### src/rtl/wpm_pkg.sv
// shared types and constants of the wildcard pattern matcher
`timescale 1ns / 1ps

package wpm_pkg;

  localparam int PATTERN_MAX = 128;
  localparam int LEN_W       = $clog2(PATTERN_MAX + 1);

  localparam logic [7:0] STAR_CHAR = 8'h2A;
  localparam logic [7:0] ANY_CHAR  = 8'h3F;

  typedef enum logic [1:0] {
    OP_CLEAR  = 2'd0,
    OP_APPEND = 2'd1,
    OP_WORD   = 2'd2,
    OP_END    = 2'd3
  } op_e;

  // control broadcast to every cell
  typedef struct packed {
    logic       fresh;
    logic       feed;
    logic       shift;
    logic       clear;
    logic [7:0] chr;
  } ctrl_t;

  // token info handed from a cell to its right neighbor
  typedef struct packed {
    logic occ;
    logic star;
    logic first;
    logic fwd;
    logic pre;
  } tok_t;

  // pattern data handed from a cell to its left neighbor on append
  typedef struct packed {
    logic [7:0] chr;
    logic       occ;
  } shift_t;

  typedef struct packed {
    logic matched;
    logic ovf;
  } result_t;

endpackage

### src/rtl/wpm_cell.sv
// one pattern position: stored byte, occupancy and active bit
`timescale 1ns / 1ps

module wpm_cell (
  input  logic            clk_i,
  input  logic            rst_ni,
  input  wpm_pkg::ctrl_t  ctrl_i,
  input  wpm_pkg::tok_t   left_i,
  input  wpm_pkg::shift_t right_i,
  output wpm_pkg::tok_t   tok_o,
  output wpm_pkg::shift_t shf_o
);

  logic [7:0] chr_q, chr_d;
  logic       occ_q, occ_d;
  logic       act_q, act_d;
  logic       star, first, start, eff, fwd, pre, nxt;

  assign star  = occ_q && (chr_q == wpm_pkg::STAR_CHAR);
  assign first = occ_q && !left_i.occ;
  // leading star of the pattern also opens the position after it
  assign start = first || (left_i.first && left_i.star);
  assign eff   = ctrl_i.fresh ? start : act_q;
  assign fwd   = eff && occ_q && !star &&
                 ((chr_q == wpm_pkg::ANY_CHAR) || (chr_q == ctrl_i.chr));
  assign pre   = (eff && star) || left_i.fwd;
  // star runs are collapsed on load, so closure is a single hop
  assign nxt   = pre || (left_i.pre && left_i.star);

  assign tok_o = '{occ: occ_q, star: star, first: first, fwd: fwd, pre: pre};
  assign shf_o = '{chr: chr_q, occ: occ_q};

  always_comb begin
    occ_d = occ_q;
    chr_d = chr_q;
    act_d = act_q;
    if (ctrl_i.clear) begin
      occ_d = 1'b0;
    end else if (ctrl_i.shift) begin
      occ_d = right_i.occ;
      chr_d = right_i.chr;
    end
    if (ctrl_i.feed) begin
      act_d = nxt;
    end
  end

  always_ff @(posedge clk_i or negedge rst_ni) begin
    if (!rst_ni) begin
      occ_q <= 1'b0;
      act_q <= 1'b0;
    end else begin
      occ_q <= occ_d;
      act_q <= act_d;
    end
  end

  always_ff @(posedge clk_i) begin
    chr_q <= chr_d;
  end

endmodule

### src/rtl/wpm_out.sv
// result register toward the receiver
`timescale 1ns / 1ps

module wpm_out (
  input  logic             clk_i,
  input  logic             rst_ni,
  input  logic             load_i,
  input  wpm_pkg::result_t res_i,
  input  logic             out_stall_i,
  output logic             out_valid_o,
  output wpm_pkg::result_t res_o
);

  logic             valid_q, valid_d;
  wpm_pkg::result_t res_q, res_d;

  always_comb begin
    valid_d = valid_q;
    res_d   = res_q;
    if (load_i) begin
      valid_d = 1'b1;
      res_d   = res_i;
    end else if (valid_q && !out_stall_i) begin
      valid_d = 1'b0;
    end
  end

  always_ff @(posedge clk_i or negedge rst_ni) begin
    if (!rst_ni) begin
      valid_q <= 1'b0;
    end else begin
      valid_q <= valid_d;
    end
  end

  always_ff @(posedge clk_i) begin
    res_q <= res_d;
  end

  assign out_valid_o = valid_q;
  assign res_o       = res_q;

endmodule

### src/rtl/wildcard_pattern_match.sv
// top level of the wildcard pattern matcher
// Usage: each input request carries an opcode and a byte. Clear empties the
// pattern and the overflow flag, append adds a pattern byte ('*' any run,
// '?' any one byte), word char advances the current word, word end gives
// one result request with matched and pattern_overflowed.
// The pattern sits right-aligned in a row of cells; an append shifts the row
// one cell to the left. Repeated stars are stored once, so star closure is a
// single hop and each byte updates the whole active set.
// Throughput: one request per cycle, every opcode, while no word end is held
// back by a result that waits under out_stall_i.
// Latency: the result of a word end is valid the cycle after its request is
// accepted and stays until taken.
// Stall: while a result waits under out_stall_i, only a further word end is
// stalled; clear, append and word chars keep flowing.
// Reset: empty pattern, overflow clear, no result pending, word at start.
`timescale 1ns / 1ps

module wildcard_pattern_match (
  input  logic       clk_i,
  input  logic       rst_ni,
  input  logic       in_valid_i,
  output logic       in_stall_o,
  input  logic [1:0] opcode_i,
  input  logic [7:0] char_value_i,
  output logic       out_valid_o,
  input  logic       out_stall_i,
  output logic       matched_o,
  output logic       pattern_overflowed_o
);

  localparam int N = wpm_pkg::PATTERN_MAX;

  wpm_pkg::tok_t    tok [N+1];
  wpm_pkg::shift_t  shf [N+1];
  wpm_pkg::ctrl_t   ctrl;
  wpm_pkg::result_t res_in, res_out;
  wpm_pkg::op_e     op;

  logic [N-1:0]              occ_vec;
  logic [wpm_pkg::LEN_W-1:0] raw_len_q, raw_len_d;
  logic                      ovf_q, ovf_d;
  logic                      fresh_q, fresh_d;
  logic                      acc_q, acc_d;
  logic                      in_acc, room, collapse;
  logic                      first_a, start_a, eff_a, nxt_a;
  logic                      load;

  assign op     = wpm_pkg::op_e'(opcode_i);
  assign in_stall_o = out_valid_o && out_stall_i && (op == wpm_pkg::OP_END);
  assign in_acc = in_valid_i && !in_stall_o;
  assign room   = raw_len_q < wpm_pkg::LEN_W'(N);
  // a star after a star adds nothing to the language
  assign collapse = (char_value_i == wpm_pkg::STAR_CHAR) && tok[N].star;

  assign tok[0] = '0;
  assign shf[N] = '{chr: char_value_i, occ: 1'b1};

  always_comb begin
    ctrl       = '0;
    ctrl.fresh = fresh_q;
    ctrl.chr   = char_value_i;
    raw_len_d  = raw_len_q;
    ovf_d      = ovf_q;
    fresh_d    = fresh_q;
    acc_d      = acc_q;
    load       = 1'b0;
    if (in_acc) begin
      case (op)
        wpm_pkg::OP_CLEAR: begin
          ctrl.clear = 1'b1;
          raw_len_d  = '0;
          ovf_d      = 1'b0;
          fresh_d    = 1'b1;
        end
        wpm_pkg::OP_APPEND: begin
          if (room) begin
            raw_len_d  = raw_len_q + 1'b1;
            ctrl.shift = !collapse;
          end else begin
            ovf_d = 1'b1;
          end
          fresh_d = 1'b1;
        end
        wpm_pkg::OP_WORD: begin
          ctrl.feed = 1'b1;
          acc_d     = nxt_a;
          fresh_d   = 1'b0;
        end
        wpm_pkg::OP_END: begin
          load    = 1'b1;
          fresh_d = 1'b1;
        end
        default: begin
          fresh_d = fresh_q;
        end
      endcase
    end
  end

  for (genvar p = 0; p < N; p++) begin : g_cell
    wpm_cell u_cell (
      .clk_i   (clk_i),
      .rst_ni  (rst_ni),
      .ctrl_i  (ctrl),
      .left_i  (tok[p]),
      .right_i (shf[p+1]),
      .tok_o   (tok[p+1]),
      .shf_o   (shf[p])
    );
    assign occ_vec[p] = shf[p].occ;
  end

  // end-of-pattern position, always present right of the last cell
  assign first_a = !occ_vec[N-1];
  assign start_a = first_a || (tok[N].first && tok[N].star);
  assign eff_a   = fresh_q ? start_a : acc_q;
  assign nxt_a   = tok[N].fwd || (tok[N].pre && tok[N].star);

  assign res_in = '{matched: eff_a, ovf: ovf_q};

  wpm_out u_out (
    .clk_i       (clk_i),
    .rst_ni      (rst_ni),
    .load_i      (load),
    .res_i       (res_in),
    .out_stall_i (out_stall_i),
    .out_valid_o (out_valid_o),
    .res_o       (res_out)
  );

  assign matched_o            = res_out.matched;
  assign pattern_overflowed_o = res_out.ovf;

  always_ff @(posedge clk_i or negedge rst_ni) begin
    if (!rst_ni) begin
      raw_len_q <= '0;
      ovf_q     <= 1'b0;
      fresh_q   <= 1'b1;
      acc_q     <= 1'b0;
    end else begin
      raw_len_q <= raw_len_d;
      ovf_q     <= ovf_d;
      fresh_q   <= fresh_d;
      acc_q     <= acc_d;
    end
  end

`ifndef SYNTHESIS
  a_stall_only_when_full: assert property (@(posedge clk_i) disable iff (!rst_ni)
    in_stall_o |-> out_valid_o)
    else $error("input stalled with no result pending");

  a_end_gives_result: assert property (@(posedge clk_i) disable iff (!rst_ni)
    (in_acc && (op == wpm_pkg::OP_END)) |=> out_valid_o)
    else $error("word end produced no result");

  a_occ_right_aligned: assert property (@(posedge clk_i) disable iff (!rst_ni)
    (occ_vec & ~{1'b1, occ_vec[N-1:1]}) == '0)
    else $error("pattern cells not right-aligned");

  a_occ_within_len: assert property (@(posedge clk_i) disable iff (!rst_ni)
    $countones(occ_vec) <= int'(raw_len_q))
    else $error("more cells occupied than bytes appended");

  a_ovf_only_full: assert property (@(posedge clk_i) disable iff (!rst_ni)
    ovf_q |-> (raw_len_q == wpm_pkg::LEN_W'(N)))
    else $error("overflow flag set with room left");
`endif

endmodule
### config.mk
export PLATFORM = sky130hd
export DESIGN_NAME = wildcard_pattern_match
export DESIGN_NICKNAME = d
export VERILOG_FILES = /design/src/rtl/wpm_pkg.sv /design/src/rtl/wpm_cell.sv /design/src/rtl/wpm_out.sv /design/src/rtl/wildcard_pattern_match.sv
export SDC_FILE = /design/constraint.sdc
export NUM_CORES = 2
export LEC_CHECK = 0
export BUFFER_PORTS_ARGS = -buffer_cell sky130_fd_sc_hd__buf_2
export CAP_MARGIN = 20
export CORE_AREA = 2 2 324 326
export DETAILED_ROUTE_END_ITERATION = 12
export DIE_AREA = 0 0 326 328
export GPL_TIMING_DRIVEN = 0
export PLACE_DENSITY = 0.74
export SLEW_MARGIN = 10
export SYNTH_ARGS = -nofsm -noshare
export SYNTH_HDL_FRONTEND = slang
export SYNTH_SLANG_ARGS = --single-unit
### constraint.sdc
create_clock -name clk_i -period 32.7 [get_ports clk_i]
set_input_delay 6.54 -clock clk_i [delete_from_list [all_inputs] [get_ports clk_i]]
set_output_delay 6.54 -clock clk_i [all_outputs]
set_load 0.005 [all_outputs]
# Word-level counts from Yosys, hierarchy flattened
# Index checks and enable logic that the tools add are counted.
[classes]
n_bitwise = 1
multipliers = 0
n_mux = 399
addsub = 1
reduce_logical = 1807
div_mod_pow = 0
n_eq_ne = 390
magnitude_cmp = 1
shift = 0
[ops]
columns = ["operator", "n"]
rows = [
  ["8-bit by 6-bit equality test with 1-bit output, second input constant", 257],
  ["1-bit logical AND", 1028],
  ["8-bit equality test", 128],
  ["1-bit logical OR", 511],
  ["1-bit two-way mux", 394],
  ["1-bit logical NOT", 259],
  ["8-bit one-hot mux with 2 select lines", 1],
  ["8-bit by 1-bit adder with 8-bit output, second input constant", 1],
  ["8-bit less-than comparator, second input constant", 1],
  ["8-bit two-way mux", 1],
  ["3-bit AND reduction", 2],
  ["2-bit nonzero test", 3],
  ["2-bit equality test, second input constant", 2],
  ["2-bit inequality test, second input constant", 2],
  ["1-bit one-hot mux with 2 select lines", 2],
  ["2-bit AND reduction", 2],
  ["3-bit two-way mux", 1],
  ["3-bit OR reduction", 1],
  ["2-bit by 1-bit equality test with 1-bit output, second input constant", 1],
  ["2-bit logical NOT", 1],
  ["1-bit inverter", 1],
]
[word_totals]
n_memories = 0
latch_bits = 0
out_inout_bits = 4
register_bits = 1294
romBits = 0
word_cells = 2990
mem_bits_rw = 0

# Depth between registers and ports, before layout
[depth]
ltp_word = 11
mapped_depth = 10

# Hierarchy
# Synthesis repeated with hierarchy kept, for this count alone.
[hier_totals]
cells_unflattened = 5834
area_unflattened_um2 = 72676.0
[modules_own_cells]
columns = ["module", "cells_per_inst", "instances", "seq_area_each_um2", "area_per_inst_um2"]
rows = [
  ["wpm_cell", 45, 128, 290.3, 561.8],
  ["wildcard_pattern_match", 70, 1, 276.5, 674.4],
  ["wpm_out", 4, 1, 85.1, 92.6],
]

# Least setup slack after synthesis
# No wires, ideal clock.
[synth_path]
path_type = "input -> register"
from = "in opcode_i[0]"
to = "reg g_cell[0].u_cell.chr_q[0] (enable)"
path_stages = 7
slack_ns = 12.472
arrival_ns = 19.276
path_cell_list = "clkbuf_1 > a21oi_1 > nand2_1 > o21ba_2 > buf_6 > buf_6 > buf_2"
[synth_between]
elab_chain_len = 7
elab_cells_between_ends = 11
[synth_lines]
columns = ["element", "line_no", "text"]
rows = [
  ["from (decl)", "wildcard_pattern_match.sv:23", "input logic [1:0] opcode_i,"],
  ["2-bit equality test", "wildcard_pattern_match.sv:49", "assign in_stall_o = out_valid_o && out_stall_i && (op == wpm_pkg::OP_END);"],
  ["1-bit logical AND", "wildcard_pattern_match.sv:49", ""],
  ["1-bit logical NOT", "wildcard_pattern_match.sv:50", "assign in_acc = in_valid_i && !in_stall_o;"],
  ["1-bit logical AND", "wildcard_pattern_match.sv:50", ""],
  ["3-bit two-way mux *", "wildcard_pattern_match.sv:67", "if (in_acc) begin"],
  ["1-bit inverter (no line)", "n/a", ""],
  ["2-bit AND reduction (no line) *", "n/a", ""],
  ["to (signal assigned)", "wpm_cell.sv:59", "chr_q <= chr_d;"],
  ["to (decl)", "wpm_cell.sv:14", "logic [7:0] chr_q, chr_d;"],
]
# Every way passes the cells marked *; elsewhere a longest branch is shown, timed or not.
# A chain may end at the register's enable or synchronous reset.

# Worst setup path in the final report
[layout_path]
from = "in opcode_i[0]"
to = "out in_stall_o"
[layout_between]
elab_chain_len = 2
[layout_lines]
columns = ["element", "line_no", "text"]
rows = [
  ["2-bit equality test", "wildcard_pattern_match.sv:49", ""],
  ["1-bit logical AND", "wildcard_pattern_match.sv:49", ""],
  ["to (decl)", "wildcard_pattern_match.sv:22", "output logic in_stall_o,"],
]
# Every way passes these cells.

==> results_tabular.tex <==
\begin{tabular}{lr}
\hline
Metric & Value \\
\hline
\multicolumn{2}{l}{\textbf{Global routing}} \\
\quad Initial antenna violation count & 19 \\
\quad First-pass GRT wire length & 320000 µm \\
\quad GRT Overall Usage & 42.1\% \\
\quad Leftover overflow at the end of global routing & 0 \\
\quad Pin count of the biggest net entering global routing & 177 \\
\quad Via count of the first global-routing pass & 45200 \\
\multicolumn{2}{l}{\textbf{Worst setup path}} \\
\quad Max stage delay on crit path & 260 ps \\
\quad Worst path required time & 26160 ps \\
\quad WS Path Type & input pin to primary output \\
\quad List of cells traversed by the critical path & clkbuf\_1, nand2\_1, nor2\_1, buf\_2 \\
\quad Arr. time, crit path & 7190 ps \\
\quad Crit path capture type & primary output \\
\quad Worst setup SP type & input pin \\
\quad Worst R2R Start & raw\_len\_q[7] \\
\quad Max Fanout on Critical Path & 8 \\
\quad Critical-path top delay cell & sky130\_fd\_sc\_hd\_\_clkbuf\_1 \\
\quad Crit path from & opcode\_i[0] \\
\multicolumn{2}{l}{\textbf{CTS}} \\
\quad Clk slew on worst S/H paths & 60 ps \\
\quad CTS root buffer & sky130\_fd\_sc\_hd\_\_clkbuf\_16 \\
\quad Insertion delay to the later sink of the worst-skew pair & 780 ps \\
\quad Number of instances resized during post-cts repair & 0 \\
\quad CTS tree & done \\
\quad Number of post-CTS setup repair buffers & 0 \\
\quad H-tree Lvls & 4 \\
\quad Clock buffer count from CTS & 138 \\
\quad Hold-fix buffers, CTS & 0 \\
\quad Total number of clock tree sinks & 1294 \\
\quad Deepest clock path buffer count & 3 \\
\multicolumn{2}{l}{\textbf{Drt}} \\
\quad Count of unresolved DRC violations after routing & 0 \\
\quad Post-DRT Antenna Nets & 0 \\
\quad Vias & 48400 \\
\quad DRT Wirelength & 227000 µm \\
\quad Routed wire per std cell & 33.3 µm \\
\quad First-pass iteration count of the detailed router & 9 \\
\quad First DRT Iteration DRCs & 8438 \\
\quad Via/cell ratio & 7.08 \\
\multicolumn{2}{l}{\textbf{Power and ir drop}} \\
\quad Pwr dens & 54.6 mW/mm² \\
\quad IR drop worst, VDD & 0.0505 mV \\
\quad Leakage Power & 0.0224 µW \\
\quad Fraction of power consumed by sequential logic & 49.0\% \\
\quad Net switching component of the power & 960 µW \\
\quad Combinational group share of total power & 8.8\% \\
\quad Net switching fraction of the power & 24.9\% \\
\quad Clock network fraction of total power & 42.2\% \\
\quad Total internal power & 2900 µW \\
\multicolumn{2}{l}{\textbf{Synth}} \\
\quad Ranking of synthesized cells by area & sky130\_fd\_sc\_hd\_\_edfxtp\_1, sky130\_fd\_sc\_hd\_\_xnor2\_1, sky130\_fd\_sc\_hd\_\_dfrtp\_1 \\
\quad Count of distinct cell types in the synthesized netlist & 59 \\
\quad Count of warnings emitted by yosys & 0 \\
\quad Count of flip-flops with a built-in enable after synthesis & 1026 \\
\quad Most frequent cells after synthesis & sky130\_fd\_sc\_hd\_\_edfxtp\_1, sky130\_fd\_sc\_hd\_\_xnor2\_1, sky130\_fd\_sc\_hd\_\_nand2\_1 \\
\quad Biggest area consumer among synthesized cells & sky130\_fd\_sc\_hd\_\_edfxtp\_1 \\
\quad Count of mapped cells out of synthesis & 5152 \\
\quad Yosys top cell area share & 48.4\% \\
\quad Share of flip-flops with an asynchronous set or reset & 20.7\% \\
\quad Mapped Avg Cell Area & 12.4 µm² \\
\quad Area of the mapped netlist & 0.0637 mm² \\
\quad Portion of the post-synthesis area used by sequential elements & 58.9\% \\
\quad Cell with the most instances after synthesis & sky130\_fd\_sc\_hd\_\_edfxtp\_1 \\
\quad FF+latch count, synth & 1294 \\
\quad Synthesized netlist net count & 5167 \\
\quad Most frequently used flop master after synthesis & sky130\_fd\_sc\_hd\_\_edfxtp\_1 \\
\multicolumn{2}{l}{\textbf{STA}} \\
\quad Fmax achieved & 72.8 MHz \\
\quad Minimum setup slack in the final design & 18970 ps \\
\quad Sum of negative setup slack & 0 ps \\
\quad Minimum period implied by the final worst setup slack & 13730 ps \\
\quad Final Hold Vio Count & 0 \\
\quad Normalized max-slew margin & 12.8\% \\
\quad Unrepaired setup endpoints after global routing & false \\
\quad Final number of setup-violating endpoints & 0 \\
\quad Final clock period utilization by the worst path & 42.0\% \\
\quad Max Clock Skew & 35.6 ps \\
\quad Number of max-slew violations in the final report & 0 \\
\quad WHS & 472 ps \\
\quad Slew at the pin closest to its max-slew limit & 1310 ps \\
\multicolumn{2}{l}{\textbf{Place}} \\
\quad Number of buffer cells added on primary ports & 16 \\
\quad Final HPWL from detailed placement & 146000 µm \\
\quad Placer congestion estimate & 0.980 \\
\quad Placement Setup Slack & 18970 ps \\
\quad Placed insts & 6566 \\
\multicolumn{2}{l}{\textbf{Die}} \\
\quad Die Outline Area & 0.107 mm² \\
\quad Number of primary I/O pins & 18 \\
\quad Die X-Extent & 326 µm \\
\quad Initial cell density of the core & 61.7\% \\
\quad Area inside the core boundary & 0.103 mm² \\
\quad Y dimension of the die & 328 µm \\
\quad Row count & 118 \\
\multicolumn{2}{l}{\textbf{Layout}} \\
\quad Non-filler cells, final & 6834 \\
\quad Ratio of cells with drive above 1 in the final layout & 7.58\% \\
\quad Final net count & 5344 \\
\quad P\&R area growth vs syn & 11.0\% \\
\multicolumn{2}{l}{\textbf{Job}} \\
\quad Number of maximum-capacitance violations & 0 \\
\multicolumn{2}{l}{\textbf{Status}} \\
\quad Outcome & finished clean \\
\multicolumn{2}{l}{\textbf{Min path}} \\
\quad Hold WC Path Type & flip-flop to flip-flop \\
\quad Hold path startpoint & ovf\_q \\
\hline
\end{tabular}
flip-flops by register name, summed over array words and instances (netlist names):
register	flops
g_cell.u_cell.chr_q	1024
ovf_q	1
u_out.out_valid_o	1
g_cell.u_cell.act_q	128
g_cell.u_cell.occ_q	128
u_out.res_o	2
acc_q	1
raw_len_q	8
fresh_q	1
layout by cell type (no fill, tap or decap), types with 11 or more instances in the layout:
cell type and n:
sky130_fd_sc_hd__nor4bb_1 110, sky130_fd_sc_hd__nor4b_1 130, sky130_fd_sc_hd__o22a_1 34, sky130_fd_sc_hd__o211ai_1 44, sky130_fd_sc_hd__o21a_1 72, sky130_fd_sc_hd__and3_1 140
sky130_fd_sc_hd__or3_1 14, sky130_fd_sc_hd__nand3_1 191, sky130_fd_sc_hd__or2_2 14, sky130_fd_sc_hd__clkbuf_2 21, sky130_fd_sc_hd__clkbuf_1 113, sky130_fd_sc_hd__a31oi_1 159
sky130_fd_sc_hd__clkbuf_16 148, sky130_fd_sc_hd__o311ai_1 13, sky130_fd_sc_hd__a21oi_1 11, sky130_fd_sc_hd__nor2b_1 68, sky130_fd_sc_hd__o21ai_1 238, sky130_fd_sc_hd__inv_1 71
sky130_fd_sc_hd__nand2b_1 157, sky130_fd_sc_hd__xnor2_1 1008, sky130_fd_sc_hd__nand4b_1 101, sky130_fd_sc_hd__clkbuf_8 23, sky130_fd_sc_hd__o21ai_0 51, sky130_fd_sc_hd__or4_1 22
sky130_fd_sc_hd__nand2_1 269, sky130_fd_sc_hd__buf_2 124, sky130_fd_sc_hd__or4b_1 16, sky130_fd_sc_hd__dfrtp_1 267, sky130_fd_sc_hd__and2_1 34, sky130_fd_sc_hd__nor4_1 18
sky130_fd_sc_hd__xor2_1 20, sky130_fd_sc_hd__a32oi_1 115, sky130_fd_sc_hd__clkinv_2 19, sky130_fd_sc_hd__nor2_1 212, sky130_fd_sc_hd__nand4_1 263, sky130_fd_sc_hd__edfxtp_1 1026
metal layers:
| metal | share of wire, % | global-route usage, % | vias to the layer above |
|---|---|---|---|
| li1 | - | - | 19800 |
| met1 | 35 | 53.7 | 23800 |
| met2 | 42 | 59.0 | 3760 |
| met3 | 15 | 16.4 | 948 |
| met4 | 8.2 | 28.9 | 24 |
| met5 | 0.16 | 1.55 | - |
kinds of logic (layout without fill, tap and decap cells):
kind of cell | after synthesis | in the layout | share of synthesized area (%)
AO/OA/AOI/OAI | 767 | 767 | 7.95
XOR/XNOR | 1028 | 1028 | 14.1
buffers and inverters | 287 | 581 | 2.00
AND/OR/NAND/NOR | 1772 | 1772 | 16.9
other | 0 | 8 | 0
multiplexers | 3 | 3 | 0.0491
adder cells (fa/ha/maj) | 1 | 1 | 0.0197
flip-flops | 1294 | 1294 | 58.9
stage by stage:
step | utilization, % | total power, µW | cell area (µm²)
6_report | 68.5 | 3860 | 70600
5_1_grt | 68.4 | 3930 | 70600
4_1_cts | 68.4 | 3830 | 70600
3_5_place_dp | 63.9 | 2240 | 65900
3_3_place_gp | 63.4 | 2260 | 65500
2_1_floorplan | - | 2110 | 63700
area by class of cell:
class | instances | area, µm²
diodes | 8 | 20.0
plain buffers | 215 | 1050
clock buffers | 210 | 4150
clock inverters | 47 | 532
fillers | 7399 | 32600
inverters | 72 | 270
multi-input cells | 3571 | 24900
flip-flops and latches | 1294 | 37500
well taps | 1380 | 1730
repair buffers | 37 | 515
power groups by stage:
stage | Sequential, µW | Combinational (µW) | Clock (µW)
finish | 1890 | 339 | 1630
global route | 1900 | 345 | 1690
CTS | 1890 | 322 | 1620
detailed placement | 1920 | 320 | 0
global placement | 1950 | 308 | 0
floorplan | 1920 | 188 | 0
final timing paths:
path | slack [ps] | endpoint | cells past startpoint
max reg2reg | 27870 | g_cell[44].u_cell.chr_q[3] | 10
min reg2reg | 470 | u_out.res_o[0] | 0
max | 18970 | in_stall_o | 4
max in group asynchronous | 25880 | g_cell[112].u_cell.occ_q | 2
min | 470 | u_out.res_o[0] | 0
min in group asynchronous | 5750 | g_cell[50].u_cell.act_q | 1
critical path, delay by kind of cell:
kind,cells,cell delay (ps)
AND/OR/NAND/NOR,2,240
buffers and inverters,2,400
Note: power is estimated with default switching activity, not from simulation.
